## src/hdl/gyro_quaternion_integrator_defines.svh

```systemverilog
// assertion macros for the sequencer of the gyro quaternion integrator
`ifndef GYRO_QUATERNION_INTEGRATOR_DEFINES_SVH
`define GYRO_QUATERNION_INTEGRATOR_DEFINES_SVH

// same-cycle implication, checked on clk with rst_n low as disable
`define GQI_ASSERT(label, ante, cons, msg) \
    label: assert property (@(posedge clk) disable iff (!rst_n) (ante) |-> (cons)) else $error(msg);

// next-cycle implication
`define GQI_ASSERT_NEXT(label, ante, cons, msg) \
    label: assert property (@(posedge clk) disable iff (!rst_n) (ante) |=> (cons)) else $error(msg);

`endif

```

## src/hdl/gqi_pkg.sv

```systemverilog
// types, constants and the multiply schedule of the gyro quaternion integrator
package gqi_pkg;

    localparam int STEP_W = 5;
    localparam logic [STEP_W-1:0] MUL_LAST  = 5'd24;
    localparam logic [STEP_W-1:0] SQRT_LAST = 5'd31;
    localparam logic [STEP_W-1:0] DIV_LAST  = 5'd30;

    localparam logic signed [31:0] QONE     = 32'sh4000_0000;
    localparam logic [46:0]        HALF_MAX = 47'h0000_1000_0000;

    typedef enum logic [2:0] {
        REG_BIAS_X,
        REG_BIAS_Y,
        REG_BIAS_Z,
        REG_RATE_SCALE,
        REG_DEADBAND,
        REG_TIME_STEP
    } reg_idx_t;

    typedef enum logic [3:0] {
        OP_NONE,
        OP_LOAD,
        OP_MUL,
        OP_ACC,
        OP_SQRT_INIT,
        OP_SQRT,
        OP_DIV_INIT,
        OP_DIV,
        OP_WRITE
    } op_t;

    typedef struct packed {
        op_t              op;
        logic [STEP_W-1:0] step;
    } cmd_t;

    typedef enum logic [2:0] {
        ST_IDLE,
        ST_MUL,
        ST_ACC,
        ST_SQRT_INIT,
        ST_SQRT,
        ST_DIV_INIT,
        ST_DIV,
        ST_WRITE
    } state_t;

    typedef enum logic [2:0] {
        K_SCALE,
        K_TLO,
        K_THI,
        K_QUAT,
        K_SQUARE
    } kind_t;

    typedef struct packed {
        kind_t      kind;
        logic [1:0] a_idx;
        logic [1:0] d_idx;
        logic       neg;
        logic [1:0] comp;
    } plan_t;

    function automatic plan_t mk(input kind_t k, input logic [1:0] a, input logic [1:0] d,
                                 input logic n, input logic [1:0] c);
        plan_t p;
        p.kind  = k;
        p.a_idx = a;
        p.d_idx = d;
        p.neg   = n;
        p.comp  = c;
        return p;
    endfunction

    // per step: three products per axis, twelve quaternion terms, four squares
    function automatic plan_t mul_plan(input logic [STEP_W-1:0] step);
        plan_t p;
        case (step)
            5'd0:    p = mk(K_SCALE,  2'd0, 2'd0, 1'b0, 2'd0);
            5'd1:    p = mk(K_TLO,    2'd0, 2'd0, 1'b0, 2'd0);
            5'd2:    p = mk(K_THI,    2'd0, 2'd0, 1'b0, 2'd0);
            5'd3:    p = mk(K_SCALE,  2'd1, 2'd0, 1'b0, 2'd0);
            5'd4:    p = mk(K_TLO,    2'd1, 2'd0, 1'b0, 2'd0);
            5'd5:    p = mk(K_THI,    2'd1, 2'd0, 1'b0, 2'd0);
            5'd6:    p = mk(K_SCALE,  2'd2, 2'd0, 1'b0, 2'd0);
            5'd7:    p = mk(K_TLO,    2'd2, 2'd0, 1'b0, 2'd0);
            5'd8:    p = mk(K_THI,    2'd2, 2'd0, 1'b0, 2'd0);
            5'd9:    p = mk(K_QUAT,   2'd1, 2'd0, 1'b1, 2'd0);
            5'd10:   p = mk(K_QUAT,   2'd2, 2'd1, 1'b1, 2'd0);
            5'd11:   p = mk(K_QUAT,   2'd3, 2'd2, 1'b1, 2'd0);
            5'd12:   p = mk(K_QUAT,   2'd0, 2'd0, 1'b0, 2'd1);
            5'd13:   p = mk(K_QUAT,   2'd2, 2'd2, 1'b0, 2'd1);
            5'd14:   p = mk(K_QUAT,   2'd3, 2'd1, 1'b1, 2'd1);
            5'd15:   p = mk(K_QUAT,   2'd0, 2'd1, 1'b0, 2'd2);
            5'd16:   p = mk(K_QUAT,   2'd1, 2'd2, 1'b1, 2'd2);
            5'd17:   p = mk(K_QUAT,   2'd3, 2'd0, 1'b0, 2'd2);
            5'd18:   p = mk(K_QUAT,   2'd0, 2'd2, 1'b0, 2'd3);
            5'd19:   p = mk(K_QUAT,   2'd1, 2'd1, 1'b0, 2'd3);
            5'd20:   p = mk(K_QUAT,   2'd2, 2'd0, 1'b1, 2'd3);
            5'd21:   p = mk(K_SQUARE, 2'd0, 2'd0, 1'b0, 2'd0);
            5'd22:   p = mk(K_SQUARE, 2'd1, 2'd0, 1'b0, 2'd1);
            5'd23:   p = mk(K_SQUARE, 2'd2, 2'd0, 1'b0, 2'd2);
            default: p = mk(K_SQUARE, 2'd3, 2'd0, 1'b0, 2'd3);
        endcase
        return p;
    endfunction

endpackage

```

## src/hdl/gqi_ctrl.sv

```systemverilog
// sequencer of the gyro quaternion integrator
`include "gyro_quaternion_integrator_defines.svh"

module gqi_ctrl
(
    input  logic          clk,
    input  logic          rst_n,
    input  logic          in_valid,
    output logic          in_stall,
    output logic          out_valid,
    input  logic          out_stall,
    output gqi_pkg::cmd_t cmd
);

    gqi_pkg::state_t state_reg, state_next;
    logic [gqi_pkg::STEP_W-1:0] step_reg, step_next;
    logic out_valid_reg, out_valid_next;

    always_ff @(posedge clk or negedge rst_n)
    begin
        if (!rst_n)
        begin
            state_reg     <= gqi_pkg::ST_IDLE;
            step_reg      <= '0;
            out_valid_reg <= 1'b0;
        end
        else
        begin
            state_reg     <= state_next;
            step_reg      <= step_next;
            out_valid_reg <= out_valid_next;
        end
    end

    always_comb
    begin
        state_next     = state_reg;
        step_next      = step_reg;
        out_valid_next = out_valid_reg && out_stall;
        cmd.op         = gqi_pkg::OP_NONE;
        cmd.step       = step_reg;
        case (state_reg)
            gqi_pkg::ST_IDLE:
            begin
                if (in_valid)
                begin
                    cmd.op     = gqi_pkg::OP_LOAD;
                    state_next = gqi_pkg::ST_MUL;
                    step_next  = '0;
                end
            end
            gqi_pkg::ST_MUL:
            begin
                cmd.op     = gqi_pkg::OP_MUL;
                state_next = gqi_pkg::ST_ACC;
            end
            gqi_pkg::ST_ACC:
            begin
                cmd.op = gqi_pkg::OP_ACC;
                if (step_reg == gqi_pkg::MUL_LAST)
                begin
                    state_next = gqi_pkg::ST_SQRT_INIT;
                end
                else
                begin
                    state_next = gqi_pkg::ST_MUL;
                    step_next  = step_reg + 1'b1;
                end
            end
            gqi_pkg::ST_SQRT_INIT:
            begin
                cmd.op     = gqi_pkg::OP_SQRT_INIT;
                state_next = gqi_pkg::ST_SQRT;
                step_next  = '0;
            end
            gqi_pkg::ST_SQRT:
            begin
                cmd.op = gqi_pkg::OP_SQRT;
                if (step_reg == gqi_pkg::SQRT_LAST)
                begin
                    state_next = gqi_pkg::ST_DIV_INIT;
                end
                else
                begin
                    step_next = step_reg + 1'b1;
                end
            end
            gqi_pkg::ST_DIV_INIT:
            begin
                cmd.op     = gqi_pkg::OP_DIV_INIT;
                state_next = gqi_pkg::ST_DIV;
                step_next  = '0;
            end
            gqi_pkg::ST_DIV:
            begin
                cmd.op = gqi_pkg::OP_DIV;
                if (step_reg == gqi_pkg::DIV_LAST)
                begin
                    state_next = gqi_pkg::ST_WRITE;
                end
                else
                begin
                    step_next = step_reg + 1'b1;
                end
            end
            gqi_pkg::ST_WRITE:
            begin
                // wait until the output register is free
                if (!out_valid_reg || !out_stall)
                begin
                    cmd.op         = gqi_pkg::OP_WRITE;
                    out_valid_next = 1'b1;
                    state_next     = gqi_pkg::ST_IDLE;
                end
            end
            default:
            begin
                state_next = gqi_pkg::ST_IDLE;
            end
        endcase
    end

    assign in_stall  = (state_reg != gqi_pkg::ST_IDLE);
    assign out_valid = out_valid_reg;

    `GQI_ASSERT(a_rise_from_write, $rose(out_valid_reg), $past(state_reg == gqi_pkg::ST_WRITE), "result beat without write")
    `GQI_ASSERT_NEXT(a_accept_starts, in_valid && !in_stall, (state_reg == gqi_pkg::ST_MUL) && (step_reg == '0), "accept did not start schedule")
    `GQI_ASSERT(a_div_steps, state_reg == gqi_pkg::ST_DIV, step_reg <= gqi_pkg::DIV_LAST, "divide step out of range")
    `GQI_ASSERT_NEXT(a_no_overwrite, (state_reg == gqi_pkg::ST_WRITE) && out_valid_reg && out_stall, state_reg == gqi_pkg::ST_WRITE, "pending result overwritten")

endmodule

```

## config.mk

```make
export PLATFORM = sky130hd
export DESIGN_NAME = gqi_ctrl
export DESIGN_NICKNAME = d
export VERILOG_FILES = /design/src/hdl/gqi_pkg.sv /design/src/hdl/gqi_ctrl.sv
export VERILOG_INCLUDE_DIRS = /design/src /design/src/hdl
export SDC_FILE = /design/constraint.sdc
export NUM_CORES = 1
export LEC_CHECK = 0
export ABC_AREA = 0
export BUFFER_PORTS_ARGS = -buffer_cell sky130_fd_sc_hd__buf_4
export CELL_PAD_IN_SITES_DETAIL_PLACEMENT = 0
export CELL_PAD_IN_SITES_GLOBAL_PLACEMENT = 2
export CORE_MARGIN = 4
export CORE_UTILIZATION = 30
export DETAILED_ROUTE_END_ITERATION = 8
export PLACE_DENSITY = 0.85
export SYNTH_ARGS = -nofsm -noshare
export SYNTH_HDL_FRONTEND = slang
export SYNTH_SLANG_ARGS = --single-unit
```

## constraint.sdc

```tcl
create_clock -name clk -period 2.1 [get_ports clk]
set_clock_uncertainty 0.05 [all_clocks]
set_input_delay 0.42 -clock clk [delete_from_list [all_inputs] [get_ports clk]]
set_output_delay 0.42 -clock clk [all_outputs]
set_load 0.02 [all_outputs]
```

After elaboration in Yosys (flattened, before gate mapping)
Index checks and enable logic that the tools add are counted.
{"block": "classes", "add_sub_neg": 1, "n_eq_ne": 17, "n_mux": 16, "reduce_logical": 10}
{"cell": "case mux 4 bit (8 select lines)", "n": 1}
{"cell": "case mux 5 bit (5 select lines)", "n": 1}
{"cell": "case mux 3 bit (8 select lines)", "n": 1}
{"cell": "two-way mux 5 bit", "n": 4}
{"cell": "equality test 5 bit, second input constant", "n": 3}
{"cell": "inequality test 2 bit, second input constant", "n": 7}
{"cell": "equality test 3 bit, second input constant", "n": 4}
{"cell": "two-way mux 3 bit", "n": 4}
{"cell": "equality test 3 x 2 -> 1 bit, second input constant", "n": 2}
{"cell": "adder 5 x 1 -> 5 bit, second input constant", "n": 1}
{"cell": "AND reduction 5 bit", "n": 1}
{"cell": "nonzero test 5 bit", "n": 1}
{"cell": "two-way mux 4 bit", "n": 1}
{"cell": "AND reduction 4 bit", "n": 1}
{"cell": "equality test 3 x 1 -> 1 bit, second input constant", "n": 1}
{"cell": "zero test 3 bit", "n": 1}
{"cell": "two-way mux 1 bit", "n": 3}
{"cell": "nonzero test 3 bit", "n": 1}
{"cell": "zero test 1 bit", "n": 2}
{"cell": "two-way mux 2 bit", "n": 1}
{"cell": "OR reduction 2 bit", "n": 1}
{"cell": "logical AND 1 bit", "n": 1}
{"cell": "logical OR 1 bit", "n": 1}
{"block": "word_totals", "register_bits": 9, "inputBits": 4, "word_cells": 47}

Depth between registers and ports, before layout
Gate-level depths: netlist of the first run.
{"block": "depth", "word_depth": 4, "mapped_depth": 7, "ltp_nobuf": 7}

Worst setup path before layout of the first run
No wires, ideal clock.
{"block": "synth_path", "path_type": "reg2reg", "startpoint": "reg step_reg[0] (netlist bit)", "endpoint": "reg step_reg[2] (netlist bit)", "setup_ps": 94, "t_arrival_ps": 1753, "required_ps": 1956, "path_slack_ps": 204, "path_stages_with_launch": 8, "path_buffers": 0, "path_cell_list": "dfrtp_1 -> ha_1 -> and3_1 -> ha_1 -> nand2b_1 -> a31oi_1 -> nand3_1 -> a221oi_2"}
{"block": "synth_between", "elab_chain_len": 3, "elab_cells_between_ends": 12}
{"item": "start, declared", "line_no": "gqi_ctrl.sv:16", "rtl": "logic [gqi_pkg::STEP_W-1:0] step_reg, step_next;"}
{"item": "start signal, assigned", "line_no": "gqi_ctrl.sv:30", "rtl": "step_reg <= step_next;"}
{"item": "adder 5 x 1 -> 5 bit, or another cell as far along", "line_no": "gqi_ctrl.sv:67, gqi_ctrl.sv:85, gqi_ctrl.sv:103"}
{"item": "two-way mux 5 bit, or another cell as far along", "line_no": "gqi_ctrl.sv:97", "rtl": "if (step_reg == gqi_pkg::DIV_LAST)"}
{"item": "case mux 5 bit (5 select lines) / AND reduction 5 bit (equally long branches)"}
Parallel ways exist; a longest one is shown, timed or not. The select of a mux whose other input is x is not followed.
A chain may end at the register's enable or synchronous reset.

Worst setup path in the final report of the first run
{"block": "layout_path", "startpoint": "reg step_reg[1] (netlist bit)", "endpoint": "reg step_reg[2] (netlist bit)"}
The elaborated chain is that of the path after synthesis.

==> run metrics, run 1 <==
status finished clean; full die area 2990 sq um; PwrDens 384 nW/um^2; die width 54.7 microns; commonest non-fill, non-tap cells in the layout 16 x buf_4, 8 x dfrtp_1, 5 x inv_1, 5 x nand2_1, 5 x a21oi_1; DR pass1 iterations 4; Synth cell types 33; synthesized instance count 71; Final ANT Viol Nets 0; WL final 1.56 mm; Ports 15; vias in the first global route 607; Core ar. 2020 sq um; setup TNS 0 ns; Layout Nets 96; crit-path max FO 5; DRT iter0 DRCs 14; Tightest Hold Check Type in -> reg; WP data arrival 2.06 ns; Final Hold Vio Count 0; synth warn 0; Clock Tree Root clkbuf_4; Synth area leaders dfrtp_1 34%, ha_1 7.7%, a21oi_1 3.8%, a31oi_1 3.8%, inv_1 2.9%; Synth top area share 34.5%; fin area 821 sq um; cell type with the largest total area after synthesis dfrtp_1; max FFs per register 5; starting density of the core 32.3%; WS Path Type reg -> reg; Worst R2R Path Depth 7; fin crit share 92.7%; clk buf depth 2; LEAKAGE 0.387 nW; vias 567; CP endpoint step_reg[2]; most common cell after layout, fill and taps aside buf_4; CTS tree done; CP Capture Type register; Top delay family on crit path simple AND/OR/NAND/NOR gates; Final setup viols 0; vias per cell 4.97; Clock Latency Late Sink 0.26 ns; IR drop worst, VDD 0.000138 V; largest net degree at the start of global routing 15; number of remaining DRC errors 0; FMAX 0.514 GHz; Inserted Diodes 0; unrepaired setup endpoints after global routing yes; post-synthesis sequential area ratio 34.5%; synthesized cell area 653 sq um; post-detail-place hpwl 1.13 mm; CTS sink count 9; critical path required time 2.21 ns; Mapped Nets 79; min-delay src out_stall; share of cells above drive strength 1 31.0%; # Post-CTS Setup Buffers 0; Die H 54.7 microns; global route overflow 0; CP Launch Point step_reg[1]; # H-tree levels 1; Max-Cap Viols 0; post-route minimum period 1.95 ns; synthesis-to-finish area growth 25.7%; FF-to-FF setup slack 0.15 ns; critical path's slowest cell dfrtp_1; num rows 16; WP buf/inv 0; max_slew headroom 68.5%; Seq cells post-synth 9; startpoint types register; gp weighted congestion 0.864; CP dominant cell by count ha_1; Worst-path clk slew 0.06 ns; worst slew pin tran 0.473 ns; Num CTS Buffers 3; FF-to-FF Start step_reg[1]; PortBufs 14; CP max stage delay 0.43 ns; global-route wire length before repair 2.88 mm; Final Slew Violations 0; RR Endpoint step_reg[2]; routed wire length per instance 13.6 microns; initial antenna violation count 0; Crit path depth 7; Fillers 218; Area after DPL 777 sq um; Syn Area/Cell 9.20 sq um; sequence of cells on the critical path ha_1 > and3_1 > ha_1 > nand2b_1 > a31oi_2 > nand3_1 > a221oi_2; Total GRT Usage 13.4%
## power by group
group | switching (mW) | leakage (nW) | total [mW] | internal (mW)
sequential | 0.0000000000000000857 | 0.105 | 0.173 | 0.173
clock | 0.0584 | 0.0150 | 0.131 | 0.0730
combinational | 0.00513 | 0.267 | 0.0101 | 0.00496
## synth_stat cells (all sizes together)
library cell  count
xor2              2
or3               1
a221oi            1
a22o              2
nand2             5
o221ai            1
nand3             3
clkbuf            3
mux2              1
a31oi             4
nor3b             1
buf               2
dfrtp             9
nor3              2
nand4             1
nor2              3
and3              3
o2bb2ai           1
and2              2
ha                4
xnor2             1
o21ai             1
o22ai             1
or2               2
a211oi            1
inv               5
a41o              1
nand2b            2
o2111ai           1
a21oi             5
## per-layer routing
| metal | wire length, microns | up-vias | GRT usage (%) |
|---|---|---|---|
| met3 | 68 | 2 | 1.09 |
| li1 | - | 293 | - |
| met4 | 27 | 0 | 8.71 |
| met2 | 694 | 13 | 18.9 |
| met5 | 0 | - | 0 |
| met1 | 766 | 259 | 19.1 |
## what timing repair did
item,CTS,global route
endpoints found under the hold margin,9,0
resized for setup,0,2
hold buffers,1,0
setup endpoints to repair,0,3
## worst min-delay path, delay by kind of cell
family / cells / cell delay [ns]
buffers and inverters: 1 / 0.09
AND/OR/NAND/NOR: 2 / 0.09
## stage by stage
step	util, %	hold slack (ns)	setup slack (ns)	total power, mW	std cells
2_1_floorplan	-	0.0744	0.204	0.177	71
3_3_place_gp	38.4	0.200	0.198	0.185	109
3_5_place_dp	38.4	0.202	0.155	0.186	109
4_1_cts	40.2	0.325	0.136	0.320	114
5_1_grt	40.6	0.351	-0.0106	0.329	114
6_report	40.6	0.332	0.154	0.315	114
## worst min path at each step
stage	cells past startpoint	to	slack [ns]
global route	3	out_valid	0.35
CTS	3	out_valid	0.32
detailed placement	1	step_reg[2]	0.20
floorplan	0	out_valid	0.07
global placement	1	step_reg[1]	0.20
finish	3	out_valid	0.33
## layout make-up
type	instances	area [sq um]	area share, %
Sequential cell	9	226	27.6
Timing Repair Buffer	17	130	15.9
Clock buffer	4	26.3	3.20
Multi-Input combinational cell	52	385	47.0
Inverter	5	18.8	2.29
Tap cell	27	33.8	4.12
## cell families (layout without fill, tap and decap cells)
kind of cell | count (synthesis) | after routing | synth area share, %
AND/OR/NAND/NOR | 25 | 25 | 21.6
AO/OA/AOI/OAI | 19 | 19 | 23.0
buffers and inverters | 10 | 26 | 7.47
flip-flops | 9 | 9 | 34.5
adder cells (fa/ha/maj) | 4 | 4 | 7.66
XOR/XNOR | 3 | 3 | 4.02
multiplexers | 1 | 1 | 1.72
Note: power is estimated with default switching activity, not from simulation.
==> run 2, diff against run 1 <==
MAX_ROUTING_LAYER = met4   (was default)
clock period = 1.88 ns   (was 2.1 ns; I/O delays follow)
==> run metrics, run 2 (synthesis gave the netlist of run 1 again) <==
status finished clean; vias per cell 4.94 (-0.62%); vias in the first global route 638 (+5.1%); Layout Cells excl Fill 123 (+7.9%); routed wire length per instance 13.4 microns (-2.1%); PortBufs 14 (unchanged); # H-tree levels 1 (unchanged); setup TNS 0 ns (unchanged); CP Capture Type register; vias 608 (+7.2%); starting density of the core 32.3% (unchanged); post-detail-place hpwl 1.25 mm (+11%); Final setup viols 0 (unchanged); post-route minimum period 1.81 ns (-0.136 ns); LEAKAGE 0.448 nW (+16%); crit-path max FO 4 (-1); gp weighted congestion 0.809 (-6.3%); Layout Nets 105 (+9.4%); fin crit share 96.3% (+3.6 points); die width 54.7 microns (unchanged); Inserted Diodes 0 (unchanged); Max-Cap Viols 0 (unchanged); clk buf depth 2 (unchanged); DRT iter0 DRCs 12 (-2); global-route wire length before repair 2.73 mm (-5.0%); global route overflow 0 (unchanged); Die H 54.7 microns (unchanged); commonest non-fill, non-tap cells in the layout 25 x buf_4, 5 x nand2_1, 5 x a21oi_1, 5 x dfrtp_1, 4 x dfrtp_2; max FFs per register 5 (unchanged); Final Slew Violations 0 (unchanged); Num CTS Buffers 3 (unchanged); num rows 16 (unchanged); initial antenna violation count 0 (unchanged); Final Hold Vio Count 0 (unchanged); Placed Cells 116 (+6.4%); Ports 15 (unchanged); Fillers 206 (-5.5%); Clock Latency Late Sink 0.26 ns (about the same); CTS tree done; max_slew headroom 82.1% (+14 points); startpoint types register; WS Path Type reg -> reg; synthesis-to-finish area growth 43.3%; number of remaining DRC errors 0 (unchanged); WL final 1.64 mm (+5.6%); Final ANT Viol Nets 0 (unchanged); share of cells above drive strength 1 46.9% (+16 points); most common cell after layout, fill and taps aside buf_4; WP data arrival 1.91 ns (-0.15 ns); Clock Tree Root clkbuf_4; IR drop worst, VDD 0.000234 V (+70%); worst slew pin tran 0.267 ns (-0.206 ns); DR pass1 iterations 4 (unchanged); CTS sink count 9 (unchanged); critical path required time 1.98 ns (-0.23 ns); Core ar. 2020 sq um (unchanged); FMAX 0.553 GHz (+7.5%); Total GRT Usage 13.4% (+0.044 points); largest net degree at the start of global routing 12 (-3); Tightest Hold Check Type in -> reg; PwrDens 380 nW/um^2 (-0.84%); full die area 2990 sq um (unchanged); Worst-path clk slew 0.06 ns (about the same)
[run 2: changes by cell type in the layout (fill, tap and decap cells not counted), moves of 2 or more]
cell	change
ha_1	-2
inv_1	-2
buf_4	+9
dfrtp_2	+3
dfrtp_1	-3
inv_2	+2
ha_2	+2
[run 2: where the power goes]
part	switching, mW	internal (mW)
sequential	0.0000000000000000973	0.194
combinational	0.00597	0.00554
clock	0.0690	0.0819
total	0.0750	0.281
[run 2: worst max-delay path: stages (launching register included)]
cell,delay [ns]
dfrtp_2,0.40
buf_4,0.14
inv_2,0.07
ha_2,0.17
nor3b_4,0.21
o2111ai_4,0.16
and3_4,0.23
mux2_2,0.25
[run 2: final cells by class]
cell class / count / area [sq um] / area share [%]
sequential: 9 / 230 / 24.6
multi-input combinational: 52 / 429 / 45.9
clock buffer: 4 / 26.3 / 2.81
timing repair buffer: 26 / 198 / 21.1
tap: 27 / 33.8 / 3.61
inverter: 5 / 18.8 / 2.01
[run 2: repair_timing]
item | 4_1_cts | 5_1_grt
hold endpoints to repair | 9 | 0
hold buffers | 1 | 0
resized for setup | 1 | 11
endpoints found under the setup margin | 1 | 6
cloned | 0 | 0
buffers inserted | 0 | 2
pin swaps | 0 | 4
[run 2: path summary, 6_finish.rpt]
path                                 to  slack [ns]  depth (start not counted)         from
hold reg to reg               out_valid        0.49                          2    out_valid
setup reg to reg            step_reg[0]        0.07                          7  step_reg[0]
hold / removal                out_valid        0.28                          3    out_stall
min in group asynchronous   step_reg[4]        0.43                          2        rst_n
setup / recovery            step_reg[0]        0.07                          7  step_reg[0]
max in group asynchronous  state_reg[1]        1.20                          2        rst_n
[run 2: per-layer routing]
| metal | share of wire, % | track usage, % | routed length [microns] |
|---|---|---|---|
| met5 | 0 | - | 0 |
| met4 | 1.2 | 7.47 | 19 |
| met3 | 3.7 | 2.45 | 60 |
| met2 | 48 | 21.3 | 790 |
| met1 | 47 | 15.9 | 772 |
[run 2: per-stage QoR]
step	setup slack, ns	instance area [sq um]	hold slack [ns]	total power [mW]	util (%)
final	0.0703	936	0.279	0.356	46.3
after global routing	-0.00192	936	0.292	0.370	46.3
after CTS	0.0217	875	0.273	0.364	43.3
after detailed placement	0.00299	832	0.162	0.208	41.2
after global placement	0.0869	832	0.161	0.207	41.2
after floorplan	0.0155	656	0.0304	0.197	-
==> run 3, diff against run 2 <==
BUFFER_PORTS_ARGS = default   (was -buffer_cell sky130_fd_sc_hd__buf_4)
CORE_UTILIZATION = 32   (was 30)
DONT_BUFFER_PORTS = 1   (was default)
PLACE_DENSITY = 0.81   (was 0.85)
clock period = 1.6 ns   (was 1.88 ns; I/O delays follow)
==> run metrics, run 3 (synthesis gave the netlist of run 1 again) <==
sequence of cells on the critical path ha_4 > and3_4 > ha_4 > nand2b_4 > a31oi_4 > nand3_2 > a221oi_2; Die H 53.2 microns (-2.7%); worst slew pin tran 0.447 ns (+0.180 ns); share of cells above drive strength 1 56.1% (+9.2 points); CTS tree done; fin util 53.5% (+7.3 points); largest net degree at the start of global routing 17 (+5); # H-tree levels 1 (unchanged); crit-path max FO 4 (unchanged); Fillers 176 (-15%); P_int 0.326 mW (+16%); Worst R2R Path Depth 7 (unchanged); WS Path Type reg -> reg; Net Sw Power 0.0956 mW (+27%); Num CTS Buffers 3 (unchanged); Final Slew Violations 0 (unchanged); PortBufs 0 (-14); gp weighted congestion 0.887 (+9.6%); number of remaining DRC errors 0 (unchanged); critical path required time 1.74 ns (-0.24 ns); final setup margin -0.162 ns (-0.232 ns); Max-Cap Viols 0 (unchanged); Final setup viols 6 (+6); critical path's slowest cell dfrtp_2; Comb power frac 1.6% (-1.6 points); setup TNS -0.603 ns (-0.603 ns); full die area 2830 sq um (-5.4%); clk buf depth 2 (unchanged); RR Endpoint step_reg[2]; FMAX 0.568 GHz (+2.7%); FF-to-FF Start step_reg[1]; global-route wire length before repair 3.14 mm (+15%); Inserted Diodes 0 (unchanged); CTS sink count 9 (unchanged); Worst-path clk slew 0.07 ns (about the same); status finished with violations; global route overflow 0 (unchanged); commonest non-fill, non-tap cells in the layout 24 x buf_4, 5 x dfrtp_2; Final Hold Vio Count 0 (unchanged); worst hold path stage count 2 (-1); min-delay src out_stall; Flop pwr share 53.9% (-0.5 points); LEAKAGE 0.486 nW (+8.4%); failing checks negative setup slack; Layout Cells excl Fill 125 (+1.6%); CP max stage delay 0.45 ns (+0.05 ns); DR pass1 iterations 4 (unchanged); vias 654 (+7.6%); die width 53.2 microns (-2.7%); post-route minimum period 1.76 ns (-0.0479 ns); Ports 15 (unchanged); fin area 1040 sq um (+11%); routed wire length per instance 15.5 microns (+16%); Area after DPL 843 sq um (+1.4%); PwrDens 405 nW/um^2 (+6.5%); post-detail-place hpwl 1.33 mm (+6.5%); pre-CTS WS -0.162 ns (-0.165 ns); starting density of the core 33.6% (+1.3 points); startpoint types register; vias per cell 5.23 (+5.8%); final hold slack 0.110 ns (-0.170 ns); Clock Tree Root clkbuf_4; unrepaired setup endpoints after global routing yes; total design power 0.421 mW (+18%); IR drop worst, VDD 0.000358 V (+53%); Total GRT Usage 15.9% (+2.5 points); fin crit share 110% (+14 points); Placed Cells 109 (-6.0%); Switching Share 22.7% (+1.6 points); Tightest Hold Check Type in -> reg; Layout Nets 107 (+1.9%); vias in the first global route 673 (+5.5%); max FFs per register 5 (unchanged); synthesis-to-finish area growth 59.2%; max_slew headroom 70.1% (-12 points); WL final 1.94 mm (+18%); Core ar. 1940 sq um (-4.0%); num rows 16 (unchanged); Final ANT Viol Nets 0 (unchanged); Hold Crit Endpoint out_valid; WP data arrival 1.90 ns (about the same); CP dominant cell by count ha_4; initial antenna violation count 0 (unchanged); most common cell after layout, fill and taps aside buf_4; FF-to-FF setup slack -0.16 ns (-0.23 ns); clock network fraction of total power 44.5% (+2.1 points); CP Capture Type register; Clock Latency Late Sink 0.27 ns (about the same); DRT iter0 DRCs 8 (-4)
[run 3: cell type report]
cell class / instances / area (sq um) / area share, %
sequential: 9 / 231 / 22.3
tap: 27 / 33.8 / 3.25
multi-input combinational: 52 / 488 / 46.9
clock buffer: 4 / 26.3 / 2.53
inverter: 5 / 18.8 / 1.81
timing repair buffer: 28 / 241 / 23.2
[run 3: what timing repair did]
action	in CTS	in global routing
setup endpoints to repair	9	10
pin swaps	4	2
cloned	0	1
hold endpoints to repair	9	0
buffers inserted	4	6
hold buffers	1	0
resized for setup	8	6
[run 3: layer usage]
layer	wire length (microns)	global-route usage, %
met1	876	18.8
met2	949	26.0
met3	68	2.82
met4	43	7.66
met5	0	-
[run 3: how the worst max path moves through the flow]
stage | start | end | slack (ns) | depth (start not counted)
final | step_reg[1] | step_reg[2] | -0.16 | 7
after global routing | step_reg[1] | step_reg[2] | -0.23 | 7
after CTS | step_reg[1] | step_reg[2] | -0.16 | 7
after detailed placement | step_reg[1] | step_reg[2] | -0.16 | 7
after global placement | step_reg[1] | step_reg[2] | -0.15 | 7
after floorplan | step_reg[1] | step_reg[0] | -0.13 | 6
[run 3: worst max-delay path: cells and delay by family (launching register included)]
family                     cells  cell delay, ns
AOI/OAI and AO/OA              2            0.43
adders and majority gates      2            0.33
DFF                            1            0.45
and+or+nand+nor                3            0.42
[run 3: power groups by stage]
stage	Sequential, mW	Clock [mW]	Combinational [mW]
final	0.227	0.188	0.00654
after global placement	0.232	0	0.000158
after global routing	0.227	0.196	0.00724
after floorplan	0.232	0	0.000158
after detailed placement	0.232	0	0.000158
after CTS	0.227	0.186	0.00688
